[config.mk]
export PLATFORM = sky130hd
export DESIGN_NAME = bus_combination_lock_display_top
export DESIGN_NICKNAME = d
export VERILOG_FILES = /design/src/hdl/bcld_pkg.sv /design/src/hdl/bcld_disp.sv /design/src/hdl/bus_combination_lock_display_top.sv
export SDC_FILE = /design/constraint.sdc
export NUM_CORES = 1
export LEC_CHECK = 0
export BUFFER_PORTS_ARGS = -buffer_cell sky130_fd_sc_hd__buf_2
export CAP_MARGIN = 40
export CORE_ASPECT_RATIO = 0.5
export CORE_MARGIN = 2
export CORE_UTILIZATION = 51
export CTS_CLUSTER_SIZE = 25
export DETAILED_ROUTE_END_ITERATION = 10
export GPL_TIMING_DRIVEN = 1
export PLACE_DENSITY = 0.75
export SYNTH_ARGS = -nofsm -noshare
export SYNTH_HDL_FRONTEND = slang
export SYNTH_SLANG_ARGS = --single-unit
[constraint.sdc]
create_clock -name clk -period 12.25 [get_ports clk]
set_input_delay 2.45 -clock clk [delete_from_list [all_inputs] [get_ports clk]]
set_output_delay 2.45 -clock clk [all_outputs]
set_load 0.02 [all_outputs]
[src/hdl/bcld_pkg.sv]
// Package: types, codes and the character glyph table of the combination lock display.
package bcld_pkg;

  localparam int DIGIT_COUNT_DEF = 4;
  localparam int ENTRY_LEN = 4;

  typedef enum logic [1:0] {
    CMD_START = 2'd0,
    CMD_WRITE = 2'd1,
    CMD_READ  = 2'd2,
    CMD_TICK  = 2'd3
  } cmd_t;

  localparam logic [7:0] OP_SHIFT  = 8'h01;
  localparam logic [7:0] OP_CLEAR  = 8'h02;
  localparam logic [7:0] OP_LOCK   = 8'h03;
  localparam logic [7:0] OP_UNLOCK = 8'h04;
  localparam logic [7:0] DASH_CHAR = 8'h2D;

  typedef logic [ENTRY_LEN-1:0][7:0] entry_t;

  typedef struct packed {
    logic [1:0] command;
    logic [7:0] data_byte;
  } in_t;

  typedef struct packed {
    logic [7:0] read_data;
    logic [6:0] segments_n;
    logic [3:0] digit_enable;
    logic       led_red;
    logic       led_green;
  } out_t;

  localparam logic [6:0] GLYPHS [41] = '{
    7'h3F, 7'h06, 7'h5B, 7'h4F, 7'h66, 7'h6D, 7'h7D, 7'h07, 7'h7F, 7'h6F,
    7'h77, 7'h7C, 7'h39, 7'h5E, 7'h79, 7'h71, 7'h3D, 7'h76, 7'h30, 7'h0E,
    7'h76, 7'h38, 7'h00, 7'h54, 7'h3F, 7'h73, 7'h67, 7'h50, 7'h6D, 7'h78,
    7'h3E, 7'h3E, 7'h00, 7'h76, 7'h6E, 7'h5B,
    7'h00, 7'h40, 7'h00, 7'h63, 7'h08
  };

  localparam int GLYPH_SPACE = 36;
  localparam int GLYPH_DASH  = 37;
  localparam int GLYPH_STAR  = 39;
  localparam int GLYPH_UNDER = 40;

  function automatic logic [6:0] glyph_of(input logic [7:0] c);
    logic [6:0] g;
    g = 7'h00;
    if (c >= 8'h30 && c <= 8'h39) begin
      g = GLYPHS[6'(c - 8'h30)];
    end else if (c >= 8'h41 && c <= 8'h5A) begin
      g = GLYPHS[6'(c - 8'h41) + 6'd10];
    end else if (c >= 8'h61 && c <= 8'h7A) begin
      g = GLYPHS[6'(c - 8'h61) + 6'd10];
    end else if (c == 8'h20) begin
      g = GLYPHS[GLYPH_SPACE];
    end else if (c == 8'h2D) begin
      g = GLYPHS[GLYPH_DASH];
    end else if (c == 8'h2A) begin
      g = GLYPHS[GLYPH_STAR];
    end else if (c == 8'h5F) begin
      g = GLYPHS[GLYPH_UNDER];
    end
    return g;
  endfunction

endpackage

[src/hdl/bcld_disp.sv]
// Display scan: glyph decode of the current entry character and next scan position.
module bcld_disp import bcld_pkg::*; #(
  parameter int DIGIT_COUNT = DIGIT_COUNT_DEF,
  parameter int SCAN_W = (DIGIT_COUNT > 1) ? $clog2(DIGIT_COUNT) : 1
) (
  input  logic [SCAN_W-1:0] scan,
  input  entry_t            entry,
  output logic [6:0]        seg_n,
  output logic [3:0]        dig,
  output logic [SCAN_W-1:0] scan_nxt
);

  logic [1:0] pos;

  always_comb begin
    pos = 2'(scan);
    if (32'(scan) < ENTRY_LEN) begin
      seg_n = ~glyph_of(entry[pos]);
      dig   = 4'b0001 << pos;
    end else begin
      seg_n = 7'h7F;
      dig   = 4'b0000;
    end
    if (scan == SCAN_W'(DIGIT_COUNT - 1)) begin
      scan_nxt = '0;
    end else begin
      scan_nxt = scan + SCAN_W'(1);
    end
  end

endmodule

[src/hdl/bus_combination_lock_display_top.sv]
// Top level: bus-attached combination lock with multiplexed seven-segment display.
//
// Usage:
//   in_ channel carries one bus event per transaction: transaction start, byte
//   written, status read or display refresh tick. Each accepted transaction
//   yields exactly one out_ transaction with the read byte, the held segment
//   and digit drive, and the two indicator LEDs after the event.
//   The result is registered in out_r, or in skid_r while out_stall holds out_r.
//   Throughput: one transaction per cycle while in_stall is low; the update is
//   a single compare, shift and glyph decode between state and result registers.
//   A skid register behind the output register lets one more transaction in
//   while out_stall is high; in_stall rises only when both are full.
//   Reset (rst_n low, synchronous) unlocks, fills the entry with dashes,
//   blanks the segments, disables all digits and empties the output side.
//   The stored code is undefined until the first lock command writes it.
//   DIGIT_COUNT sets how many scan positions the refresh tick cycles through;
//   positions four and above show blank with no digit enabled.
module bus_combination_lock_display_top import bcld_pkg::*; #(
  parameter int DIGIT_COUNT = DIGIT_COUNT_DEF
) (
  input  logic clk,
  input  logic rst_n,
  input  logic in_valid,
  output logic in_stall,
  input  in_t  in_data,
  output logic out_valid,
  input  logic out_stall,
  output out_t out_data
);

  localparam int SCAN_W = (DIGIT_COUNT > 1) ? $clog2(DIGIT_COUNT) : 1;

  logic [1:0]        bpos_r, bpos_nxt;
  logic [7:0]        opc_r, opc_nxt;
  entry_t            entry_r, entry_nxt;
  entry_t            code_r, code_nxt;
  logic              locked_r, locked_nxt;
  logic [SCAN_W-1:0] scan_r, scan_nxt, scan_tick;
  logic [6:0]        seg_r, seg_nxt, seg_tick;
  logic [3:0]        dig_r, dig_nxt, dig_tick;

  out_t out_r, skid_r, res;
  logic out_v_r, skid_v_r;
  logic acc, match, done;

  bcld_disp #(.DIGIT_COUNT(DIGIT_COUNT), .SCAN_W(SCAN_W)) u_disp (
    .scan     (scan_r),
    .entry    (entry_r),
    .seg_n    (seg_tick),
    .dig      (dig_tick),
    .scan_nxt (scan_tick)
  );

  assign in_stall = skid_v_r;
  assign acc      = in_valid && !in_stall;

  always_comb begin
    match = 1'b1;
    done  = 1'b0;
    for (int i = 0; i < ENTRY_LEN; i++) begin
      if (!done) begin
        if (entry_r[i] != code_r[i]) begin
          match = 1'b0;
          done  = 1'b1;
        end else if (entry_r[i] == 8'h00) begin
          done = 1'b1;
        end
      end
    end
  end

  always_comb begin
    bpos_nxt   = bpos_r;
    opc_nxt    = opc_r;
    entry_nxt  = entry_r;
    code_nxt   = code_r;
    locked_nxt = locked_r;
    scan_nxt   = scan_r;
    seg_nxt    = seg_r;
    dig_nxt    = dig_r;
    res        = '0;
    unique case (cmd_t'(in_data.command))
      CMD_START: begin
        bpos_nxt = 2'd0;
        opc_nxt  = 8'h00;
      end
      CMD_WRITE: begin
        if (bpos_r == 2'd0) begin
          opc_nxt  = in_data.data_byte;
          bpos_nxt = 2'd1;
          if (in_data.data_byte == OP_CLEAR) begin
            entry_nxt = {ENTRY_LEN{DASH_CHAR}};
          end else if (in_data.data_byte == OP_LOCK) begin
            if (!locked_r) begin
              code_nxt   = entry_r;
              locked_nxt = 1'b1;
            end
          end else if (in_data.data_byte == OP_UNLOCK) begin
            if (locked_r && match) begin
              locked_nxt = 1'b0;
            end
          end
        end else if (bpos_r == 2'd1) begin
          bpos_nxt = 2'd2;
          if (opc_r == OP_SHIFT) begin
            for (int i = 0; i < ENTRY_LEN - 1; i++) begin
              entry_nxt[i] = entry_r[i+1];
            end
            entry_nxt[ENTRY_LEN-1] = in_data.data_byte;
          end
        end
      end
      CMD_READ: begin
        res.read_data = {7'd0, locked_r};
      end
      CMD_TICK: begin
        seg_nxt  = seg_tick;
        dig_nxt  = dig_tick;
        scan_nxt = scan_tick;
      end
      default: begin
      end
    endcase
    res.segments_n   = seg_nxt;
    res.digit_enable = dig_nxt;
    res.led_red      = !locked_nxt;
    res.led_green    = locked_nxt;
  end

  always_ff @(posedge clk) begin
    if (!rst_n) begin
      bpos_r   <= 2'd0;
      opc_r    <= 8'h00;
      entry_r  <= {ENTRY_LEN{DASH_CHAR}};
      locked_r <= 1'b0;
      scan_r   <= '0;
      seg_r    <= 7'h7F;
      dig_r    <= 4'b0000;
    end else if (acc) begin
      bpos_r   <= bpos_nxt;
      opc_r    <= opc_nxt;
      entry_r  <= entry_nxt;
      locked_r <= locked_nxt;
      scan_r   <= scan_nxt;
      seg_r    <= seg_nxt;
      dig_r    <= dig_nxt;
    end
  end

  always_ff @(posedge clk) begin
    if (acc) begin
      code_r <= code_nxt;
    end
  end

  always_ff @(posedge clk) begin
    if (!rst_n) begin
      out_v_r  <= 1'b0;
      skid_v_r <= 1'b0;
    end else if (!out_v_r || !out_stall) begin
      out_v_r  <= skid_v_r || acc;
      skid_v_r <= 1'b0;
    end else if (acc) begin
      skid_v_r <= 1'b1;
    end
  end

  always_ff @(posedge clk) begin
    if (!out_v_r || !out_stall) begin
      out_r <= skid_v_r ? skid_r : res;
    end else if (acc) begin
      skid_r <= res;
    end
  end

  assign out_valid = out_v_r;
  assign out_data  = out_r;

endmodule
==> impl_metrics.yaml, run 1 <==
outcome:
  outcome: "complete, no violations"
grt:
  busiest_layer: "met2"
  met3_usage_pct: 5.93
  grtUsageMet2_pct: 41.3
  overflow: 0
  grt.total_usage_pct: 25.2
  grt_pass1_vias: 5940
  use_met1_pct: 33.2
  grt_start_max_net_pins: 50
  grt_antenna_before_repair: 0
  grt_pass1_wl_um: 30500
timing:
  rsz0062_at_grt: "false"
  fin_crit_ps: 4890
  slew_viol_final: 0
  clock-skew-final_ps: 18.5
  hold_violations: 0
  slew_headroom_pct: 40.7
  max_slew.worst_pin.slew_ps: 889
  setup_ws_ps: 7360
  finalSetupViolations: 0
  fmax_ghz: 0.204
  period_share_pct: 40.0
  finalSetupTns_ps: 0
routing:
  avgViaCountPerCell: 6.29
  dr.pass1.iters: 6
  drcViolationCount: 0
  first_iter_violations: 793
  ant_nets: 0
  routed_wl_um: 18900
  vias: 6272
  wl_per_cell_um: 18.9
clock_network:
  insertion_delay_ps: 430
  htreeDepth: 4
  cts.repair.resized: 0
  cts_setup_buffers: 0
  cts_tree: "yes"
  root_buffer: "clkbuf_16"
  clockBufferDepth: 2
  clock-sinks: 118
  cts_made_buffers: 17
  ctsHoldBuffers: 0
  clk_pin_slew_ps: 60
worst_setup_path:
  setup.worst_path.class: "reg2reg"
  end_kind: "flop"
  required_ps: 12540
  startpoint_type: "flop"
  critPathMaxFanout: 25
  cp.arrival_ps: 5180
layout:
  drive_gt1_share_pct: 13.3
  final_area_sq_um: 8040
  register_area_sq_um: 2960
  diodes: 0
  finalNetCount: 825
  area_growth_pct: 10.4
  final.fill_count: 1153
  multi_input_area_sq_um: 3960
worst_hold_path:
  hp-class: "reg2reg"
power:
  p_per_area_nw_per_um2: 119
  total_power_uw: 954
  peakVddDrop_mv: 0.102
  p_leak_uw: 0.00287
yosys:
  ys_seq_elements: 118
  synth_area_sq_um: 7290
  synth_edf_count: 60
  synthDistinctLibCells: 80
  synth_area_leaders: "edfxtp_1 (25%), dfxtp_1 (16%), nand2_1 (4.8%), xnor2_1 (3.4%), ha_1 (3.3%)"
  synth_seq_area_share_pct: 40.7
  synth_area_leader_cell: "edfxtp_1"
  synthFlopType: "edfxtp_1"
  avgSynthCellArea_sq_um: 9.14
  synth_top_area_share_pct: 24.7
  syn-instance-count: 797
  synthArstFlopShare_pct: 0
  synth_warnings: 0
job:
  drv_cap: 0
die:
  start_util_pct: 53.1
  die-area_sq_um: 15300
  num_rows: 30
  core-area_sq_um: 13700
  die_w_um: 173
  die-height_um: 88.5
  boundaryPins: 37
place:
  dp_hpwl_um: 12600
  dp_slack_ps: 7440
  port_buffers: 29
  place_area_sq_um: 7470
  routabilityCongestion: 0.924
-- cells in the final DEF (no fill, tap or decap), types with 6 or more instances in the layout --
| cell | netlist | routed |
|---|---|---|
| conb_1 | 1 | 7 |
| nand2b_1 | 14 | 14 |
| clkbuf_16 | 0 | 18 |
| mux2i_1 | 17 | 17 |
| ha_1 | 19 | 19 |
| and3_1 | 10 | 10 |
| nand4_1 | 11 | 11 |
| a221oi_1 | 8 | 8 |
| o22ai_1 | 6 | 6 |
| inv_6 | 0 | 7 |
| buf_2 | 11 | 29 |
| nand2_1 | 93 | 93 |
| mux2_2 | 8 | 8 |
| nand3_1 | 43 | 43 |
| edfxtp_1 | 60 | 60 |
| a21oi_1 | 36 | 36 |
| a22oi_1 | 7 | 7 |
| xnor2_1 | 28 | 28 |
| buf_4 | 10 | 6 |
| a21boi_0 | 25 | 25 |
| xor2_1 | 6 | 6 |
| nor2b_1 | 17 | 17 |
| o21ai_0 | 43 | 43 |
| nor3b_1 | 7 | 7 |
| nor3_1 | 27 | 26 |
| a31oi_1 | 6 | 6 |
| nor4_1 | 7 | 7 |
| o211ai_1 | 8 | 8 |
| nor2_1 | 58 | 58 |
| o31ai_1 | 9 | 9 |
| inv_1 | 17 | 17 |
| mux4_2 | 9 | 9 |
| dfxtp_1 | 58 | 58 |
-- flip-flops by register name, summed over array words and instances (netlist names) --
| signal | count |
|---|---|
| code_r | 32 |
| entry_r | 32 |
| out_data | 14 |
| skid_r | 14 |
| opc_r | 8 |
| seg_r | 7 |
| dig_r | 4 |
| bpos_r | 2 |
| scan_r | 2 |
| in_stall | 1 |
| locked_r | 1 |
| out_valid | 1 |
-- critical path, stage by stage, from the launching register on --
cell     delay (ps)
dfxtp_1         780
mux4_2          840
inv_1           280
ha_1            530
nor2b_1         280
nand4_1         170
a311o_1         390
nand3_1         420
nor2_1          190
a31o_1          280
or4_1           420
a21oi_1         140
-- kinds of logic after synthesis --
group                    share of synthesized area [%]
multiplexers                                      6.71
AND/OR/NAND/NOR                                   20.9
other                                           0.0515
XOR/XNOR                                          5.13
buffers and inverters                             5.44
adder cells (fa/ha/maj)                           3.26
AO/OA/AOI/OAI                                     17.8
flip-flops                                        40.7
-- cell usage after synthesis (4+ instances only) --
master and count:
a31oi_1 6, ha_1 19, mux2_2 8, nor4_1 7
mux2i_1 17, edfxtp_1 60, dfxtp_1 58, inv_1 17
o22ai_1 6, nor3b_1 7, a21oi_1 36, nor3_1 27
or3_1 4, a21boi_0 25, nand2_1 93, buf_1 4
buf_2 11, and3_1 10, a221oi_1 8, a22oi_1 7
or2_2 4, nand3_1 43, buf_4 10, o21ai_0 43
xnor2_1 28, o211ai_1 8, o31ai_1 9, nand2b_1 14
mux4_2 9, nor2b_1 17, a32oi_1 4, xor2_1 6
nor2_1 58, clkbuf_1 39, nand4_1 11
-- final cells by class --
cell class	count	share of cell area, %
multi-input cells	599	49.3
clock buffers	19	5.77
inverters	19	0.887
repair buffers	37	2.89
flip-flops and latches	118	36.8
clock inverters	13	1.35
well taps	192	2.99
-- where the power goes --
part	switching, uW	leakage [uW]	internal, uW
clock	198	0.000275	281
combinational	32.3	0.00155	16.3
sequential	4.43	0.00104	422
total	235	0.00287	719
-- path summary, 6_finish.rpt --
path / cells after the start / end / start / slack (ps)
max: 11 / out_data[6] / scan_r[1] / 7360
min: 2 / dig_r[1] / dig_r[1] / 470
max reg2reg: 11 / out_data[6] / scan_r[1] / 7360
min reg2reg: 2 / dig_r[1] / dig_r[1] / 470
-- metal layers --
metal | up-vias | part of all wire (%)
met3 | 42 | 8.4
met4 | 0 | 2.4
met1 | 2953 | 44
met5 | - | 0
li1 | 2913 | -
met2 | 364 | 45
-- through the flow --
stage / hold slack [ps] / utilization [%] / instances
after floorplan: 441 / - / 803
final: 469 / 58.5 / 997
after CTS: 468 / 58.5 / 997
after global routing: 489 / 58.5 / 997
after detailed placement: 459 / 54.4 / 965
after global placement: 454 / 54.0 / 962
(Power assumes the default switching activity.)
==> run 2: changes to the inputs <==
==> constraint.sdc (replaced) <==
create_clock -name clk -period 5.1 [get_ports clk]
set_input_delay 1.02 -clock clk [delete_from_list [all_inputs] [get_ports clk]]
set_output_delay 1.02 -clock clk [all_outputs]
set_load 0.02 [all_outputs]
==> run 2 against run 1 <==
- first-iteration DRC count is 13% lower
- combinational power grew 140%
- sequential power increased by 140%
- die area is the same
- setup slack got worse by 6800 ps
- critical path depth is 1 higher
- largest cell class unchanged
- core utilization rose by 0.082 points
- wire length is 2.2% higher
- fmax is 7.3% higher
- power is 140% higher
==> impl_metrics.yaml, run 2 (same netlist as run 1, synthesis figures left out) <==
routing:
  avgViaCountPerCell: 6.26
  wl_per_cell_um: 19.2
  routed_wl_um: 19300
  vias: 6272
  drcViolationCount: 0
  first_iter_violations: 693
  dr.pass1.iters: 5
  ant_nets: 0
outcome:
  outcome: "complete, no violations"
timing:
  worst_hold_slack_ps: 462
  fmax_ghz: 0.219
  clock-skew-final_ps: 12.7
  setup_ws_ps: 537
  fin_crit_ps: 4560
  period_share_pct: 89.5
  rsz0062_at_grt: "false"
  finalSetupTns_ps: 0
  finalSetupViolations: 0
  slew_headroom_pct: 40.0
  max_slew.worst_pin.slew_ps: 900
  slew_viol_final: 0
  hold_violations: 0
worst_setup_path:
  end_kind: "flop"
  critPathMaxFanout: 21
  slowest_stage: "dfxtp_1"
  critical_path.cell_chain: "buf_4, mux4_2, inv_1, ha_1, nor2b_1, nand4_1, a311o_1, nand3_1, nor2_1, a31o_1, or4_1, a21oi_1"
  setup.worst_path.class: "reg2reg"
  startpoint_type: "flop"
  slowest_delay_ps: 540
  ff2ff_path_depth: 12
  required_ps: 5370
  cp.arrival_ps: 4840
die:
  die-area_sq_um: 15300
  die_w_um: 173
  core-area_sq_um: 13700
  die-height_um: 88.5
  start_util_pct: 53.1
  boundaryPins: 37
  num_rows: 30
place:
  dp_hpwl_um: 12700
  place_area_sq_um: 7500
  port_buffers: 29
  routabilityCongestion: 0.936
  dp_slack_ps: 702
layout:
  drive_gt1_share_pct: 13.6
  final_area_sq_um: 8050
  final_cell_mix: "nand2_1 (93), edfxtp_1 (60), nor2_1 (58), dfxtp_1 (58)"
  layout_commonest_cell: "nand2_1"
  diodes: 0
  area_growth_pct: 10.5
  reg_top3: "code_r: 32 flops, entry_r: 32 flops"
  finalNetCount: 830
clock_network:
  clk_pin_slew_ps: 60
  cts.repair.resized: 0
  cts_made_buffers: 17
  clock-sinks: 118
  insertion_delay_ps: 420
  htreeDepth: 4
  ctsHoldBuffers: 0
  root_buffer: "clkbuf_16"
  cts_tree: "yes"
  cts_setup_buffers: 0
  clockBufferDepth: 2
grt:
  grt.total_usage_pct: 25.6
  grt_antenna_before_repair: 0
  grt_pass1_vias: 5731
  overflow: 0
  grt_pass1_wl_um: 30900
  grt_start_max_net_pins: 59
worst_hold_path:
  hp-class: "reg2reg"
  hold_depth: 2
power:
  peakVddDrop_mv: 0.194
  total_power_uw: 2270
  p_leak_uw: 0.00288
  p_per_area_nw_per_um2: 282
job:
  drv_cap: 0
## run 2: routing by layer
metal | track usage (%) | up-vias | wire (um)
li1 | - | 2905 | -
met3 | 4.94 | 39 | 1620
met1 | 35.5 | 2972 | 8580
met4 | 9.24 | 0 | 409
met2 | 40.5 | 356 | 8670
met5 | 0 | - | 0
## run 2: critical path: cells and delay by family, from the launching register on
family	cells	cell delay, ps
buffers and inverters	2	480
AND/OR/NAND/NOR	5	1480
adder cells (fa/ha/maj)	1	530
multiplexers	1	520
AO/OA/AOI/OAI	3	840
flip-flops	1	540
## run 2: stage by stage
step                std cells  util, %
floorplan                 803        -
global placement          967     54.3
detailed placement        970     54.6
CTS                      1002     58.6
global route             1002     58.6
finish                   1002     58.6
## run 2: area by class of cell
| type | instances | area (sq um) |
|---|---|---|
| clock buffers | 18 | 429 |
| multi-input cells | 599 | 3960 |
| flip-flops and latches | 118 | 2960 |
| inverters | 19 | 71.3 |
| well taps | 192 | 240 |
| repair buffers | 42 | 260 |
| fillers | 1184 | 5680 |
| clock inverters | 14 | 128 |
## run 2: worst paths after layout
kind | startpoint | endpoint | slack (ps)
max | scan_r[1] | out_data[6] | 540
min | dig_r[1] | dig_r[1] | 460
max reg2reg | scan_r[1] | out_data[6] | 540
min reg2reg | dig_r[1] | dig_r[1] | 460
## run 2: power breakdown
group	leakage, uW	internal (uW)	switching (uW)	total (uW)
Sequential	0.00104	1010	8.39	1020
Combinational	0.00157	39.2	79.3	118
Clock	0.000265	673	461	1130
Total	0.00288	1720	549	2270
==> run 3: changes to the inputs <==
--- a/config.mk
+++ b/config.mk
@@ -5,6 +5,7 @@
 export SDC_FILE = /design/constraint.sdc
 export NUM_CORES = 1
 export LEC_CHECK = 0
+export ABC_AREA = 1
 export BUFFER_PORTS_ARGS = -buffer_cell sky130_fd_sc_hd__buf_2
 export CAP_MARGIN = 40
 export CORE_ASPECT_RATIO = 0.5
==> run 3 against run 2 <==
- area after synthesis fell by 2.4%
- setup slack improved by 340 ps
- combinational power rose to 3.0 times the previous value
- wire length rose by 0.99%
- die area fell by 2.4%
- fmax rose by 8.1%
- core utilization fell by 0.55 points
- power rose by 13%
- sequential power barely moved
- sequential share of layout area rose by 0.76 points
- flip-flop and latch count did not move
- non-clock buffer count fell by 6
- critical endpoint is now out_data[7]
- highest routed layer unchanged
==> impl_metrics.yaml, run 3 <==
worst_hold_path:
  hp-class: "reg2reg"
worst_setup_path:
  critPathMaxFanout: 24
  slowest_stage: "dfxtp_1"
  startpoint_type: "flop"
  critPathMostFrequentCell: "nand2_1"
  critical_path.top_delay_family: "simple AND/OR/NAND/NOR gates"
  end_kind: "flop"
  required_ps: 5270
  critPathBufInv: 3
  cp.arrival_ps: 4390
  r2r_setup_slack_ps: 880
  slowest_delay_ps: 820
  setup.worst_path.class: "reg2reg"
  critical_path.cell_chain: "inv_2, nand2_1, nand3_1, nand2_2, ha_1, inv_1, ha_1, clkinv_1, o21ai_0, nand3_1, nand3_1, nand3_1, nand2_1, nand2_1, nand2_1, nand2_1, nand2_1, nand2_1, nand2_1, nand2_1"
timing:
  slew_headroom_pct: 43.7
  max_slew.worst_pin.slew_ps: 842
  period_share_pct: 82.8
  finalSetupTns_ps: 0
  fin_crit_ps: 4220
  slew_viol_final: 0
  finalSetupViolations: 0
  hold_violations: 0
  clock-skew-final_ps: 17.4
  setup_ws_ps: 877
  fmax_ghz: 0.237
  rsz0062_at_grt: "false"
clock_network:
  cts_tree: "yes"
  cts_made_buffers: 17
  ctsHoldBuffers: 0
  htreeDepth: 4
  clock-sinks: 118
  clk_pin_slew_ps: 60
  cts_setup_buffers: 0
  cts.repair.resized: 0
  root_buffer: "clkbuf_16"
  clockBufferDepth: 2
  insertion_delay_ps: 420
layout:
  area_growth_pct: 11.0
  reg_top3: "code_r: 32 flops, entry_r: 32 flops"
  finalNetCount: 1015
  final_cell_mix: "nand2_1 (295), nor2_1 (87), nand3_1 (75)"
  diodes: 0
  layout_commonest_cell: "nand2_1"
  final.fill_count: 1266
  final_area_sq_um: 7890
  final_core_util_pct: 58.1
  drive_gt1_share_pct: 11.5
die:
  die-height_um: 87.5
  num_rows: 30
  die_w_um: 171
  start_util_pct: 52.3
  core-area_sq_um: 13600
  die-area_sq_um: 15000
  boundaryPins: 37
routing:
  routed_wl_um: 19500
  vias: 6695
  drcViolationCount: 0
  avgViaCountPerCell: 5.64
  wl_per_cell_um: 16.4
  first_iter_violations: 728
  ant_nets: 0
  dr.pass1.iters: 6
place:
  dp_hpwl_um: 13400
  dp_slack_ps: 976
  port_buffers: 29
  place_area_sq_um: 7310
  routabilityCongestion: 0.918
grt:
  overflow: 0
  grt_antenna_before_repair: 0
  grt_pass1_vias: 6238
  grt.total_usage_pct: 27.0
  grt_pass1_wl_um: 31300
  grt_start_max_net_pins: 33
power:
  p_leak_uw: 0.00347
  p_sw_uw: 726
  seqPwrFrac_pct: 40.4
  intPower_uw: 1840
  p_per_area_nw_per_um2: 325
  peakVddDrop_mv: 0.183
  comb_power_share_pct: 13.7
  swShare_pct: 28.3
  power_frac_clock_pct: 45.9
yosys:
  synth_warnings: 0
  ys_seq_elements: 118
  synth_area_leaders: "edfxtp_1 (25%), dfxtp_1 (16%), nand2_1 (16%), nand3_1 (5.3%), nor2_1 (4.6%)"
  ys_top_cells_by_count: "nand2_1 (295), nor2_1 (87), nand3_1 (75), inv_1 (67), a21oi_1 (65)"
  synth_edf_count: 60
  synth_top_area_share_pct: 25.3
  synthArstFlopShare_pct: 0
  synth.most_common_cell: "nand2_1"
  syn-instance-count: 967
  synth_area_sq_um: 7110
  synth_area_leader_cell: "edfxtp_1"
  synth_seq_area_share_pct: 41.7
  synthFlopType: "edfxtp_1"
  avgSynthCellArea_sq_um: 7.35
  synthDistinctLibCells: 48
outcome:
  outcome: "complete, no violations"
job:
  drv_cap: 0
run 3: cell types whose count changed after synthesis, sizes merged, moves of 19 or more:
cell    before  now
nand3       43   82
a21oi       37   66
nor2        58   89
xnor2       32   11
nand2       93  316
clkbuf      39   20
inv         17   74
a21boi      25    1
run 3: path summary, 6_finish.rpt:
check | end | cells past startpoint | from
worst max-delay path | out_data[7] | 20 | scan_r[0]
worst min-delay path | dig_r[3] | 2 | dig_r[3]
worst max register to register | out_data[7] | 20 | scan_r[0]
worst min register to register | dig_r[3] | 2 | dig_r[3]
run 3: per-stage QoR:
stage / power (uW) / hold slack (ps) / cells
after floorplan: 1320 / 431 / 973
after global placement: 1390 / 439 / 1154
after detailed placement: 1400 / 441 / 1155
after CTS: 2570 / 454 / 1187
after global routing: 2660 / 466 / 1187
final: 2570 / 454 / 1187
run 3: power by group through the flow:
stage,clock (uW),combinational [uW],sequential [uW]
CTS,1190,345,1040
finish,1180,352,1040
global route,1230,390,1040
detailed placement,0,343,1060
floorplan,0,252,1070
global placement,0,339,1060
run 3: cells by family after synthesis:
| family | share of synthesized area [%] |
|---|---|
| adder cells (fa/ha/maj) | 3.34 |
| other | 0.0527 |
| buffers and inverters | 7.94 |
| XOR/XNOR | 2.34 |
| AO/OA/AOI/OAI | 12.2 |
| flip-flops | 41.7 |
| AND/OR/NAND/NOR | 32.5 |
run 3: tightest hold or removal path: stages, from the launching register on:
cell     delay, ps
dfxtp_1        300
inv_1           60
a21oi_1         60
run 3: area by class of cell:
type	count	area, sq um	share of cell area [%]
sequential	118	2960	37.5
timing repair buffer	36	205	2.60
clock buffer	20	468	5.93
tap	192	240	3.04
inverter	77	289	3.66
multi-input combinational	732	3610	45.8
clock inverter	12	115	1.46
run 3: per-layer routing:
layer	share of wire, %	GRT usage, %	vias up
met2	45	42.2	291
met4	2.4	10.7	0
met3	7.1	5.36	41
met1	46	37.0	3131
li1	-	-	3232
met5	0	0	-
